File: src/design/route_two_opt_improve_assert.svh
// Assertion macros shared by the route improvement block.
`ifndef ROUTE_TWO_OPT_IMPROVE_ASSERT_SVH
`define ROUTE_TWO_OPT_IMPROVE_ASSERT_SVH
`ifndef SYNTHESIS
`define RTO_ASSERT_NEVER(label, clk, rst_n, expr) \
    label: assert property (@(posedge clk) disable iff (!rst_n) !(expr)) \
        else $error("assertion failed");
`define RTO_ASSERT_NEXT(label, clk, rst_n, ante, cons) \
    label: assert property (@(posedge clk) disable iff (!rst_n) (ante) |=> (cons)) \
        else $error("assertion failed");
`else
`define RTO_ASSERT_NEVER(label, clk, rst_n, expr)
`define RTO_ASSERT_NEXT(label, clk, rst_n, ante, cons)
`endif
`endif

File: src/design/rto_pkg.sv
// Package with the command, status and state types of the route improvement block.
package rto_pkg;

    localparam int COST_W = 22;
    localparam logic [COST_W-1:0] COST_MAX = 22'h3FFFFF;
    localparam int FIELD_W = 6;
    localparam int DIST_IN_W = 16;

    typedef enum logic [5:0] {
        C_NOP, C_LOAD, C_I_INIT, C_J_NEXT, C_I_NEXT,
        C_RD_A, C_RD_B, C_RD_C, C_RD_D, C_CAP_D,
        C_DQ1, C_DQ2, C_DQ3, C_DQ4,
        C_REV_INIT, C_REV_R1, C_REV_R2, C_REV_W1, C_REV_W2,
        C_FIND_INIT, C_FIND_RD, C_FIND_CHK,
        C_CP_INIT, C_CP_RD, C_CP_WR,
        C_BK_INIT, C_BK_RD, C_BK_WR,
        C_EM_INIT, C_EM_PREV, C_EM_RD, C_EM_NODE, C_EM_DIST, C_EM_ACC
    } t_cmd;

    typedef enum logic [5:0] {
        S_IDLE, S_I_INIT, S_J_CHECK,
        S_RD_A, S_RD_B, S_RD_C, S_RD_D, S_CAP_D,
        S_DQ1, S_DQ2, S_DQ3, S_DQ4, S_DECIDE,
        S_J_NEXT, S_I_NEXT,
        S_REV_INIT, S_REV_CHK, S_REV_R1, S_REV_R2, S_REV_W1, S_REV_W2,
        S_FIND_INIT, S_FIND_RD, S_FIND_CHK,
        S_CP_INIT, S_CP_RD, S_CP_WR,
        S_BK_INIT, S_BK_RD, S_BK_WR,
        S_EM_INIT, S_EM_PREV, S_EM_RD, S_EM_NODE, S_EM_DIST, S_EM_WAIT
    } t_state;

    typedef struct packed {
        logic j_done;
        logic i_last;
        logic neg;
        logic cnt_zero;
        logic is_zero;
        logic k_last;
    } t_status;

endpackage

File: src/design/rto_ctrl.sv
// Controller state machine that sequences load, 2-opt pass, rotation and emission.
`include "route_two_opt_improve_assert.svh"
module rto_ctrl (
    input  logic             i_clk,
    input  logic             i_rst_n,
    input  logic             i_in_valid,
    input  logic             i_op,
    input  logic             i_last,
    input  logic             i_out_ready,
    input  rto_pkg::t_status i_status,
    output logic             o_in_ready,
    output logic             o_out_valid,
    output rto_pkg::t_cmd    o_cmd
);
    import rto_pkg::*;

    t_state r_state, n_state;

    always_ff @(posedge i_clk) begin
        if (!i_rst_n) begin
            r_state <= S_IDLE;
        end else begin
            r_state <= n_state;
        end
    end

    always_comb begin
        n_state = r_state;
        o_cmd = C_NOP;
        o_in_ready = 1'b0;
        o_out_valid = 1'b0;
        unique case (r_state)
            S_IDLE: begin
                o_in_ready = 1'b1;
                if (i_in_valid) begin
                    o_cmd = C_LOAD;
                    if (i_op && i_last) begin
                        n_state = S_I_INIT;
                    end
                end
            end
            S_I_INIT: begin
                o_cmd = C_I_INIT;
                n_state = S_J_CHECK;
            end
            S_J_CHECK: n_state = i_status.j_done ? S_I_NEXT : S_RD_A;
            S_RD_A: begin
                o_cmd = C_RD_A;
                n_state = S_RD_B;
            end
            S_RD_B: begin
                o_cmd = C_RD_B;
                n_state = S_RD_C;
            end
            S_RD_C: begin
                o_cmd = C_RD_C;
                n_state = S_RD_D;
            end
            S_RD_D: begin
                o_cmd = C_RD_D;
                n_state = S_CAP_D;
            end
            S_CAP_D: begin
                o_cmd = C_CAP_D;
                n_state = S_DQ1;
            end
            S_DQ1: begin
                o_cmd = C_DQ1;
                n_state = S_DQ2;
            end
            S_DQ2: begin
                o_cmd = C_DQ2;
                n_state = S_DQ3;
            end
            S_DQ3: begin
                o_cmd = C_DQ3;
                n_state = S_DQ4;
            end
            S_DQ4: begin
                o_cmd = C_DQ4;
                n_state = S_DECIDE;
            end
            S_DECIDE: n_state = i_status.neg ? S_REV_INIT : S_J_NEXT;
            S_REV_INIT: begin
                o_cmd = C_REV_INIT;
                n_state = S_REV_CHK;
            end
            S_REV_CHK: n_state = i_status.cnt_zero ? S_J_NEXT : S_REV_R1;
            S_REV_R1: begin
                o_cmd = C_REV_R1;
                n_state = S_REV_R2;
            end
            S_REV_R2: begin
                o_cmd = C_REV_R2;
                n_state = S_REV_W1;
            end
            S_REV_W1: begin
                o_cmd = C_REV_W1;
                n_state = S_REV_W2;
            end
            S_REV_W2: begin
                o_cmd = C_REV_W2;
                n_state = S_REV_CHK;
            end
            S_J_NEXT: begin
                o_cmd = C_J_NEXT;
                n_state = S_J_CHECK;
            end
            S_I_NEXT: begin
                o_cmd = C_I_NEXT;
                n_state = i_status.i_last ? S_FIND_INIT : S_I_INIT;
            end
            S_FIND_INIT: begin
                o_cmd = C_FIND_INIT;
                n_state = S_FIND_RD;
            end
            S_FIND_RD: begin
                o_cmd = C_FIND_RD;
                n_state = S_FIND_CHK;
            end
            S_FIND_CHK: begin
                o_cmd = C_FIND_CHK;
                priority if (i_status.is_zero) begin
                    n_state = S_CP_INIT;
                end else if (i_status.k_last) begin
                    n_state = S_EM_INIT;
                end else begin
                    n_state = S_FIND_RD;
                end
            end
            S_CP_INIT: begin
                o_cmd = C_CP_INIT;
                n_state = S_CP_RD;
            end
            S_CP_RD: begin
                o_cmd = C_CP_RD;
                n_state = S_CP_WR;
            end
            S_CP_WR: begin
                o_cmd = C_CP_WR;
                n_state = i_status.k_last ? S_BK_INIT : S_CP_RD;
            end
            S_BK_INIT: begin
                o_cmd = C_BK_INIT;
                n_state = S_BK_RD;
            end
            S_BK_RD: begin
                o_cmd = C_BK_RD;
                n_state = S_BK_WR;
            end
            S_BK_WR: begin
                o_cmd = C_BK_WR;
                n_state = i_status.k_last ? S_EM_INIT : S_BK_RD;
            end
            S_EM_INIT: begin
                o_cmd = C_EM_INIT;
                n_state = S_EM_PREV;
            end
            S_EM_PREV: begin
                o_cmd = C_EM_PREV;
                n_state = S_EM_RD;
            end
            S_EM_RD: begin
                o_cmd = C_EM_RD;
                n_state = S_EM_NODE;
            end
            S_EM_NODE: begin
                o_cmd = C_EM_NODE;
                n_state = S_EM_DIST;
            end
            S_EM_DIST: begin
                o_cmd = C_EM_DIST;
                n_state = S_EM_WAIT;
            end
            S_EM_WAIT: begin
                o_out_valid = 1'b1;
                if (i_out_ready) begin
                    o_cmd = C_EM_ACC;
                    n_state = i_status.k_last ? S_IDLE : S_EM_RD;
                end
            end
            default: n_state = S_IDLE;
        endcase
    end

    `RTO_ASSERT_NEVER(a_no_overlap, i_clk, i_rst_n, o_in_ready && o_out_valid)
    `RTO_ASSERT_NEXT(a_pass_starts, i_clk, i_rst_n, i_in_valid && o_in_ready && i_op && i_last, !o_in_ready)
    `RTO_ASSERT_NEXT(a_done_idle, i_clk, i_rst_n, o_out_valid && i_out_ready && i_status.k_last, o_in_ready)

endmodule

File: config.mk
export PLATFORM = sky130hd
export DESIGN_NAME = rto_ctrl
export DESIGN_NICKNAME = d
export VERILOG_FILES = /design/src/design/rto_pkg.sv /design/src/design/rto_ctrl.sv
export VERILOG_INCLUDE_DIRS = /design/src /design/src/design
export SDC_FILE = /design/constraint.sdc
export NUM_CORES = 1
export LEC_CHECK = 0
export ABC_AREA = 0
export BUFFER_PORTS_ARGS = -buffer_cell sky130_fd_sc_hd__buf_2
export CELL_PAD_IN_SITES_DETAIL_PLACEMENT = 0
export CELL_PAD_IN_SITES_GLOBAL_PLACEMENT = 1
export CORE_MARGIN = 5
export CORE_UTILIZATION = 30
export DETAILED_ROUTE_END_ITERATION = 12
export GPL_ROUTABILITY_DRIVEN = 0
export GPL_TIMING_DRIVEN = 0
export MAX_ROUTING_LAYER = met4
export PLACE_DENSITY_LB_ADDON = 0.1
export SKIP_LAST_GASP = 1
export SLEW_MARGIN = 20
export SYNTH_ARGS = -nofsm -noshare
export SYNTH_HDL_FRONTEND = slang
export SYNTH_SLANG_ARGS = --single-unit
File: constraint.sdc
create_clock -name i_clk -period 1.4 [get_ports i_clk]
set_input_delay 0.28 -clock i_clk [delete_from_list [all_inputs] [get_ports i_clk]]
set_output_delay 0.28 -clock i_clk [all_outputs]
set_load 0.03 [all_outputs]
==> results of run 1 <==
## layout make-up
class                      count  share of cell area
buffer                        16               0.116
clock buffer                   3              0.0136
inverter                       5              0.0113
multi-input combinational    108               0.526
sequential                     6              0.0793
tap                           46              0.0347
timing repair buffer          44               0.218
## power groups by stage
stage               registers [mW]  logic [mW]  clock network [mW]
global route                 0.252        2.20               0.187
floorplan                    0.235        1.13                   0
CTS                          0.242        1.91               0.166
detailed placement           0.243        1.45                   0
finish                       0.247        2.06               0.169
global placement             0.243        1.46                   0
## cells in the final DEF (no fill, tap or decap), types with 3 or more instances in the layout
cell / instances
a21o_1: 4
a21oi_2: 3
buf_2: 13
buf_4: 24
buf_6: 12
buf_8: 8
clkbuf_4: 3
dfxtp_2: 3
inv_1: 3
nand2_1: 7
nand3_1: 3
nor2_1: 7
nor2b_1: 6
nor3_1: 3
o21ai_0: 3
o21ai_1: 3
o21ai_2: 3
xor2_1: 4
## cell usage after synthesis, types with 2 or more instances
cell      count  share of area
o22ai_1       2          0.012
nor3_1        3          0.015
o21ai_0       6          0.029
nand3_1       3          0.015
a22oi_1       2          0.015
nand3b_1      2          0.015
o21bai_1      2          0.015
buf_4         5          0.037
dfxtp_1       6           0.12
a21o_1        4          0.029
nand4_1       2          0.012
inv_2         2         0.0073
buf_6         5          0.055
xor2_1        4          0.034
and3_1        2          0.012
nor2b_1       6          0.037
a31oi_1       3          0.018
o21ai_1       4          0.020
nor2_1        7          0.026
a211oi_1      3          0.022
nor3b_1       2          0.015
a21oi_1       6          0.029
inv_1         3          0.011
buf_2         5          0.024
nand2_1       8          0.029
and2_1        2          0.012
nand2b_1      2          0.012
## through the flow
stage          utilization  total power [mW]  setup TNS [ns]  setup WS, ns  hold WS [ns]
6_report             0.496              2.48           -4.53        -0.558         0.301
5_1_grt              0.496              2.63           -5.64        -0.641         0.293
4_1_cts              0.467              2.32           -4.32        -0.536         0.295
3_5_place_dp         0.375              1.70           -3.87        -0.500         0.568
3_3_place_gp         0.375              1.70           -3.80        -0.492         0.560
2_1_floorplan            -              1.36          -0.715        -0.174         0.408
## metal layers
layer	wire (µm)	vias to the layer above
met2	2000	43
met1	1640	596
met4	34	0
li1	-	600
met3	308	4
met5	0	-
## worst max path at each step
stage,startpoint,end,slack (ns),cells after the start
floorplan,r_state[1],o_cmd[0],-0.17,6
global placement,r_state[3],o_cmd[1],-0.49,5
detailed placement,r_state[3],o_cmd[1],-0.50,5
finish,r_state[4],o_cmd[0],-0.56,7
global route,r_state[2],o_cmd[3],-0.64,6
CTS,r_state[1],o_cmd[3],-0.54,6
## worst reg2reg max path, cell delays in order, from the launching register on
cell,delay [ns]
dfxtp_4,0.34
buf_8,0.13
buf_4,0.15
buf_4,0.13
xor2_1,0.13
o2111ai_1,0.19
nand4b_1,0.12
o31a_1,0.29
## logic make-up after synthesis
logic type	share of synthesized area
buffers and inverters	0.138
AOI/OAI and AO/OA	0.341
DFF	0.117
and+or+nand+nor	0.351
xor gates and xnor gates	0.0427
muxes	0.00976
## timing repair
item                                    CTS  global route
pin swaps                                18            12
endpoints found under the setup margin   14            14
setup buffers                            16            10
gates resized for setup                  45             7
==> summary.txt, run 1 <==
status - complete, but fails checks
failing checks - setup timing
clock share of power - 0.068
critical path type - flop to output port
CP startpoint kind - flop
biggest regs - r_state (6)
Clock Tree Root - clkbuf_4
Nets - 196
Design Area, Final - 1660 µm²
GR Util All Layers - 0.190
layout cells sized above 1 - 0.544
Clock Path Buffers - 2
Detailed Route WL - 3990 µm
CP Cell Sequence - buf_8 > buf_12 > nor3_4 > mux2i_1 > o22ai_1 > a221o_2 > buf_6
Pwr Density - 1490 nW/µm²
critical path fanouts, max - 6
Cell Int Power - 1.34 mW
R2R Path Start - r_state[2]
Filler cells - 323
GRT Max-Usage Layer - met2
CP max stage cell - dfxtp_2
Hold-fix buffers, CTS - 0
diode count - 0
Worst Tran Pin Value - 0.449 ns
vias in the first global route - 1293
Reg with most FFs - r_state
antenna violations before repair - 0
worst path arrival time - 1.68 ns
Hold EP - r_state[1]
net switching power - 1.13 mW
synth warn - 0
final cell count without fillers - 228
M1 GR Usage - 0.228
Die Area - 4690 µm²
Top delay family on crit path - buffers and inverters
Syn Area/Cell - 7.60 µm²
worst reg2reg path depth - 7
max reg flops - 6
GR Util met2 - 0.335
Worst VDD drop - 0.603 mV
global-route wire length before repair - 6430 µm
post-DP HPWL - 2660 µm
Worst-Skew Late Latency - 0.26 ns
Logic pwr share - 0.832
clock sink count - 6
Die Span Y - 68.5 µm
Vias - 1243
met3 Resource Use GR - 0.0328
Synthesized Nets - 147
I/O Buffers - 19
H-tree depth - 1
sequential-to-total area share from yosys stat - 0.117
TritonRoute pass-1 iters - 4
clock transition at the registers of the reported paths - 0.05 ns
max frequency - 0.511 GHz
Cell Rows - 21
number of synthesized flops with an enable pin - 0
area taken by multi-input logic gates - 872 µm²
Post-Synthesis Cells - 135
sequential share of power - 0.100
FFs w/ async S/R, synth - 0
CTS tree - built
Storage cell area - 131 µm²
Final WS setup - -0.558 ns
clk_skew - 0.00256 ns
Worst R2R End - r_state[1]
Final Hold Fails - 0
CTS buffer count - 3
P_leak - 0.746 nW
Core ar. - 3340 µm²
pin count of the biggest net entering global routing - 11
DRT antenna net count - 0
Area after DPL - 1250 µm²
Tmin final - 1.96 ns
CP endpoint kind - output port
drt wl/cell - 17.5 µm
number of distinct library cells after synthesis - 61
Tightest Hold Check Type - input port to flop
r2r setup slk - -0.21 ns
DP Cell Count - 200
crit path buf inv count - 3
Netlist Area Pre-Place - 1030 µm²
final setup vio count - 14
P&R area growth vs syn - 61.5%
DR vias/cell - 5.45
max_cap viols - 0
max_slew headroom - 0.699
switch share - 0.457
slowest stage delay, CP - 0.31 ns
ys flop type - dfxtp_1
Worst Path Required - 1.12 ns
Hold Crit Depth - 2
Hold Startpoint - i_rst_n
fin. max-slew vios - 0
initial core utilization - 0.307
GR Overflow Total - 0
I/O Pins - 20
fin crit share - 1.40
initial drt markers - 62
die span in x - 68.5 µm
DR DRC count - 0
Synth Register Bits - 6
RSZ-0062 raised after global routing - true
Power figures use the tool's default switching activity.
==> inputs of run 2 (changes only) <==
--- a/config.mk
+++ b/config.mk
@@ -12,6 +12,7 @@
 export CELL_PAD_IN_SITES_GLOBAL_PLACEMENT = 1
 export CORE_MARGIN = 5
 export CORE_UTILIZATION = 30
+export CTS_BUF_LIST = sky130_fd_sc_hd__clkbuf_16
 export DETAILED_ROUTE_END_ITERATION = 12
 export GPL_ROUTABILITY_DRIVEN = 0
 export GPL_TIMING_DRIVEN = 0
==> summary.txt, run 2 (same netlist as run 1, synthesis figures left out) <==
Final WS setup - -0.536 ns (+0.0220 ns)
Core ar. - 3340 µm² (unchanged)
initial core utilization - 0.307 (unchanged)
vias in the first global route - 1267 (-2.0%)
Clock Tree Root - clkbuf_16
Nets - 198 (+1.0%)
I/O Buffers - 19 (unchanged)
Worst R2R End - r_state[1]
CP max stage cell - dfxtp_4
Hold Crit Depth - 2 (unchanged)
clock share of power - 0.162 (+0.094)
pin count of the biggest net entering global routing - 11 (unchanged)
GR Util All Layers - 0.191 (+0.00104)
R2R Path Start - r_state[2]
diode count - 0 (unchanged)
die span in x - 68.5 µm (unchanged)
net switching power - 1.20 mW (+6.0%)
worst path arrival time - 1.66 ns (-0.02 ns)
GR Overflow Total - 0 (unchanged)
DRT antenna net count - 0 (unchanged)
drt wl/cell - 17.7 µm (+1.5%)
initial drt markers - 82 (+32%)
failing checks - setup timing
Die Span Y - 68.5 µm (unchanged)
Worst VDD drop - 0.582 mV (-3.5%)
post-DP HPWL - 2660 µm (unchanged)
critical path type - flop to output port
Cell Int Power - 1.68 mW (+25%)
final cell count without fillers - 230 (+0.88%)
CTS tree - built
Reg with most FFs - r_state
biggest regs - r_state (6)
switch share - 0.416 (-0.0408)
RSZ-0062 raised after global routing - true
Filler cells - 321 (-0.62%)
Detailed Route WL - 4080 µm (+2.4%)
Tmin final - 1.94 ns (-0.0220 ns)
P_leak - 0.779 nW (+4.5%)
Clock Path Buffers - 2 (unchanged)
fin. max-slew vios - 0 (unchanged)
total power - 2.88 mW (+16%)
critical path fanouts, max - 6 (unchanged)
max_slew headroom - 0.722 (+0.0227)
worst reg2reg path depth - 8 (+1)
DR vias/cell - 5.52 (+1.2%)
leading cell type in the layout, fill and taps excluded - buf_4
Worst Tran Pin Value - 0.415 ns (-0.0340 ns)
layout cells sized above 1 - 0.560 (+0.0158)
clock transition at the registers of the reported paths - 0.03 ns (-0.02 ns)
final setup vio count - 14 (unchanged)
CP Cell Sequence - buf_8 > and2b_2 > a21o_1 > a222oi_1 > o21ai_2 > buf_6
last element of the critical path - o_cmd[3]
max_cap viols - 0 (unchanged)
Tightest Hold Check Type - input port to flop
Worst-Skew Late Latency - 0.23 ns (-0.03 ns)
slowest stage delay, CP - 0.36 ns (+0.05 ns)
antenna violations before repair - 0 (unchanged)
Worst Path Required - 1.12 ns (about the same)
global-route wire length before repair - 6380 µm (-0.75%)
fin crit share - 1.38 (-0.0157)
TritonRoute pass-1 iters - 4 (unchanged)
CP startpoint kind - flop
CP endpoint kind - output port
Final Hold Fails - 0 (unchanged)
clock sink count - 6 (unchanged)
CTS buffer count - 3 (unchanged)
Cell Rows - 21 (unchanged)
max reg flops - 6 (unchanged)
Vias - 1269 (+2.1%)
r2r setup slk - -0.31 ns (-0.10 ns)
clk_skew - 0.00217 ns (-0.000395 ns)
Die Area - 4690 µm² (unchanged)
I/O Pins - 20 (unchanged)
most frequent cells in the layout - buf_4 (24), buf_6 (16), buf_2 (13)
DP Cell Count - 200 (unchanged)
CP startpoint - r_state[3]
max frequency - 0.517 GHz (+1.1%)
status - complete, but fails checks
H-tree depth - 1 (unchanged)
DR DRC count - 0 (unchanged)
sequential share of power - 0.085 (-0.015)
P&R area growth vs syn - 70.6%
Pwr Density - 1650 nW/µm² (+10%)
Logic pwr share - 0.753 (-0.079)
-- run 2: layer usage --
metal,global-route usage,wire length (µm)
met1,0.226,1660
met4,0.0422,45
met3,0.0361,260
met5,-,0
met2,0.333,2110
-- run 2: final cells by class --
class / instances / area, µm² / share of cell area
multi-input cells: 108 / 891 / 0.509
repair buffers: 47 / 400 / 0.229
plain buffers: 15 / 174 / 0.0994
flip-flops and latches: 6 / 134 / 0.0765
clock buffers: 3 / 75.1 / 0.0429
well taps: 46 / 57.6 / 0.0329
inverters: 5 / 18.8 / 0.0107
-- run 2: power by group through the flow --
| stage | Clock [mW] | Sequential (mW) | Combinational [mW] |
|---|---|---|---|
| global route | 0.488 | 0.250 | 2.31 |
| global placement | 0 | 0.243 | 1.46 |
| CTS | 0.478 | 0.243 | 1.91 |
| floorplan | 0 | 0.235 | 1.13 |
| detailed placement | 0 | 0.243 | 1.45 |
| finish | 0.467 | 0.244 | 2.17 |
-- run 2: critical path, delay by kind of cell (launching register included) --
kind                   cells  cell delay [ns]
flip-flops                 1             0.36
AND/OR/NAND/NOR            1             0.22
buffers and inverters      2             0.29
AO/OA/AOI/OAI              3             0.56
-- run 2: stage by stage --
stage          instance area [µm²]  setup WS, ns  hold WS, ns  setup TNS (ns)  utilization
2_1_floorplan                 1100        -0.174        0.408          -0.715            -
3_3_place_gp                  1250        -0.492        0.560           -3.80        0.375
3_5_place_dp                  1250        -0.500        0.568           -3.87        0.375
4_1_cts                       1640        -0.509        0.320           -4.03        0.490
5_1_grt                       1750        -0.604        0.330           -6.22        0.525
6_report                      1750        -0.536        0.322           -5.38        0.525
-- run 2: worst min path at each step --
stage / start / end / slack (ns)
2_1_floorplan: i_rst_n / r_state[1] / 0.41
3_3_place_gp: i_rst_n / r_state[1] / 0.56
3_5_place_dp: i_rst_n / r_state[1] / 0.57
4_1_cts: i_rst_n / r_state[1] / 0.32
5_1_grt: i_rst_n / r_state[1] / 0.33
6_report: i_rst_n / r_state[1] / 0.32
-- run 2: timing repair --
action	CTS	global route
cloned	0	0
setup buffers	19	10
endpoints found under the setup margin	14	14
gates resized for setup	41	14
hold buffers	0	0
pin swaps	22	12
hold endpoints to repair	0	0
==> inputs of run 3 (changes only) <==
--- a/config.mk
+++ b/config.mk
@@ -11,7 +11,7 @@
 export CELL_PAD_IN_SITES_DETAIL_PLACEMENT = 0
 export CELL_PAD_IN_SITES_GLOBAL_PLACEMENT = 1
 export CORE_MARGIN = 5
-export CORE_UTILIZATION = 30
+export CORE_UTILIZATION = 36
 export CTS_BUF_LIST = sky130_fd_sc_hd__clkbuf_16
 export DETAILED_ROUTE_END_ITERATION = 12
 export GPL_ROUTABILITY_DRIVEN = 0
==> summary.txt, run 3 (same netlist as run 1, synthesis figures left out) <==
status - complete, but fails checks
failing checks - setup timing
max_cap viols - 0 (unchanged)
Hold Crit Depth - 2 (unchanged)
Core ar. - 2730 µm² (-18%)
Final WS setup - -0.503 ns (+0.0334 ns)
Cell Int Power - 1.66 mW (-1.2%)
Worst Tran Pin Value - 0.373 ns (-0.0421 ns)
Reg with most FFs - r_state
net switching power - 1.17 mW (-2.7%)
final setup vio count - 14 (unchanged)
H-tree depth - 1 (unchanged)
switch share - 0.412 (-0.00382)
Tmin final - 1.90 ns (-0.0334 ns)
GRT Max-Usage Layer - met2
GR Overflow Total - 0 (unchanged)
DP Cell Count - 185 (-7.5%)
Detailed Route WL - 3770 µm (-7.5%)
sequential share of power - 0.090 (+0.005)
met3 Resource Use GR - 0.0639 (+0.0278)
clock share of power - 0.161 (about the same)
Nets - 191 (-3.5%)
layout cells sized above 1 - 0.525 (-0.0344)
fin util - 0.610 (+0.0851)
CTS tree - built
Clock Tree Root - clkbuf_16
GR Util All Layers - 0.191 (-0.000386)
Final Hold Fails - 0 (unchanged)
Hold EP - r_state[1]
P&R area growth vs syn - 62.4%
P_leak - 0.745 nW (-4.5%)
fin. max-slew vios - 0 (unchanged)
RSZ-0062 raised after global routing - true
worst path arrival time - 1.62 ns (-0.04 ns)
clock transition at the registers of the reported paths - 0.03 ns (about the same)
Tightest Hold Check Type - input port to flop
final cell count without fillers - 208 (-9.6%)
most frequent cells in the layout - buf_4 (16), buf_6 (15), buf_2 (14)
die span in x - 63.4 µm (-7.4%)
leading cell type in the layout, fill and taps excluded - buf_4
clock sink count - 6 (unchanged)
M1 GR Usage - 0.234 (+0.00867)
max frequency - 0.526 GHz (+1.8%)
global-route wire length before repair - 6000 µm (-6.0%)
antenna violations before repair - 0 (unchanged)
DRT antenna net count - 0 (unchanged)
CP startpoint kind - flop
Pwr Density - 1700 nW/µm² (+3.1%)
Logic pwr share - 0.749 (-0.004)
Hold Startpoint - i_rst_n
worst reg2reg path depth - 6 (-2)
fin crit share - 1.36 (-0.0238)
r2r setup slk - -0.25 ns (+0.06 ns)
Die Span Y - 63.4 µm (-7.4%)
CTS buffer count - 3 (unchanged)
initial core utilization - 0.375 (+0.0678)
DR DRC count - 0 (unchanged)
GR Util met2 - 0.289 (-0.0432)
Cell Rows - 19 (-9.5%)
max reg flops - 6 (unchanged)
drt wl/cell - 18.1 µm (+2.2%)
max_slew headroom - 0.750 (+0.0282)
DR vias/cell - 5.95 (+7.9%)
I/O Buffers - 19 (unchanged)
post-DP HPWL - 2530 µm (-4.6%)
vias in the first global route - 1231 (-2.8%)
initial drt markers - 48 (-41%)
critical path fanouts, max - 6 (unchanged)
Die Area - 4020 µm² (-14%)
Clock Path Buffers - 2 (unchanged)
biggest regs - r_state (6)
critical path type - flop to output port
I/O Pins - 20 (unchanged)
clk_skew - 0.00134 ns (-0.000828 ns)
TritonRoute pass-1 iters - 4 (unchanged)
Hold-fix buffers, CTS - 0 (unchanged)
Worst VDD drop - 1.53 mV (+160%)
Design Area, Final - 1670 µm² (-4.8%)
Vias - 1238 (-2.4%)
Filler cells - 248 (-23%)
diode count - 0 (unchanged)
setup tns final - -4.68 ns (+0.704 ns)
Worst R2R End - r_state[2]
pin count of the biggest net entering global routing - 11 (unchanged)
Worst Path Required - 1.12 ns (about the same)
Worst-Skew Late Latency - 0.23 ns (about the same)
Area after DPL - 1230 µm² (-1.5%)
CP endpoint kind - output port
R2R Path Start - r_state[2]
==> run 3: routing by layer <==
metal | part of all wire | vias to the layer above
met4 | 0.015 | 0
met2 | 0.49 | 49
met3 | 0.074 | 8
met5 | 0 | -
met1 | 0.42 | 590
li1 | - | 591
==> run 3: final cells by class <==
class,instances,area (µm²),area share
Timing Repair Buffer,40,349,0.209
Tap cell,31,38.8,0.0233
Clock buffer,3,75.1,0.0450
Multi-Input combinational cell,108,872,0.523
Sequential cell,6,131,0.0788
Buffer,15,181,0.109
Inverter,5,18.8,0.0113
==> run 3: worst max-delay path, cell delays in order, from the launching register on <==
cell and delay [ns]:
dfxtp_2 0.31, buf_6 0.14, buf_8 0.13, a22o_1 0.20, a222oi_1 0.38, o21ai_2 0.09, buf_6 0.14
==> run 3: repair_timing <==
item                                    4_1_cts  5_1_grt
pin swaps                                    15        7
cloned                                        2        0
resized for setup                            37       14
endpoints found under the setup margin       14       14
setup buffers                                13        7
==> run 3: stage by stage <==
stage	worst slack, ns	total power [mW]	hold slack, ns
6_report	-0.503	2.83	0.323
5_1_grt	-0.569	2.97	0.317
4_1_cts	-0.497	2.66	0.316
3_5_place_dp	-0.484	1.68	0.561
3_3_place_gp	-0.459	1.68	0.562
2_1_floorplan	-0.174	1.36	0.408
==> run 3: how the worst max path moves through the flow <==
| stage | start | to | slack, ns | cells past startpoint |
|---|---|---|---|---|
| 6_report | r_state[1] | o_cmd[3] | -0.50 | 6 |
| 5_1_grt | r_state[1] | o_cmd[3] | -0.57 | 6 |
| 4_1_cts | r_state[2] | o_cmd[4] | -0.50 | 5 |
| 3_5_place_dp | r_state[3] | o_cmd[4] | -0.48 | 5 |
| 2_1_floorplan | r_state[1] | o_cmd[0] | -0.17 | 6 |
| 3_3_place_gp | r_state[5] | o_cmd[0] | -0.46 | 5 |
==> run 3: power by group through the flow <==
stage / Combinational, mW / Sequential (mW) / Clock [mW]
6_report: 2.12 / 0.254 / 0.455
5_1_grt: 2.23 / 0.260 / 0.483
4_1_cts: 1.95 / 0.250 / 0.467
3_5_place_dp: 1.44 / 0.247 / 0
3_3_place_gp: 1.44 / 0.246 / 0
2_1_floorplan: 1.13 / 0.235 / 0
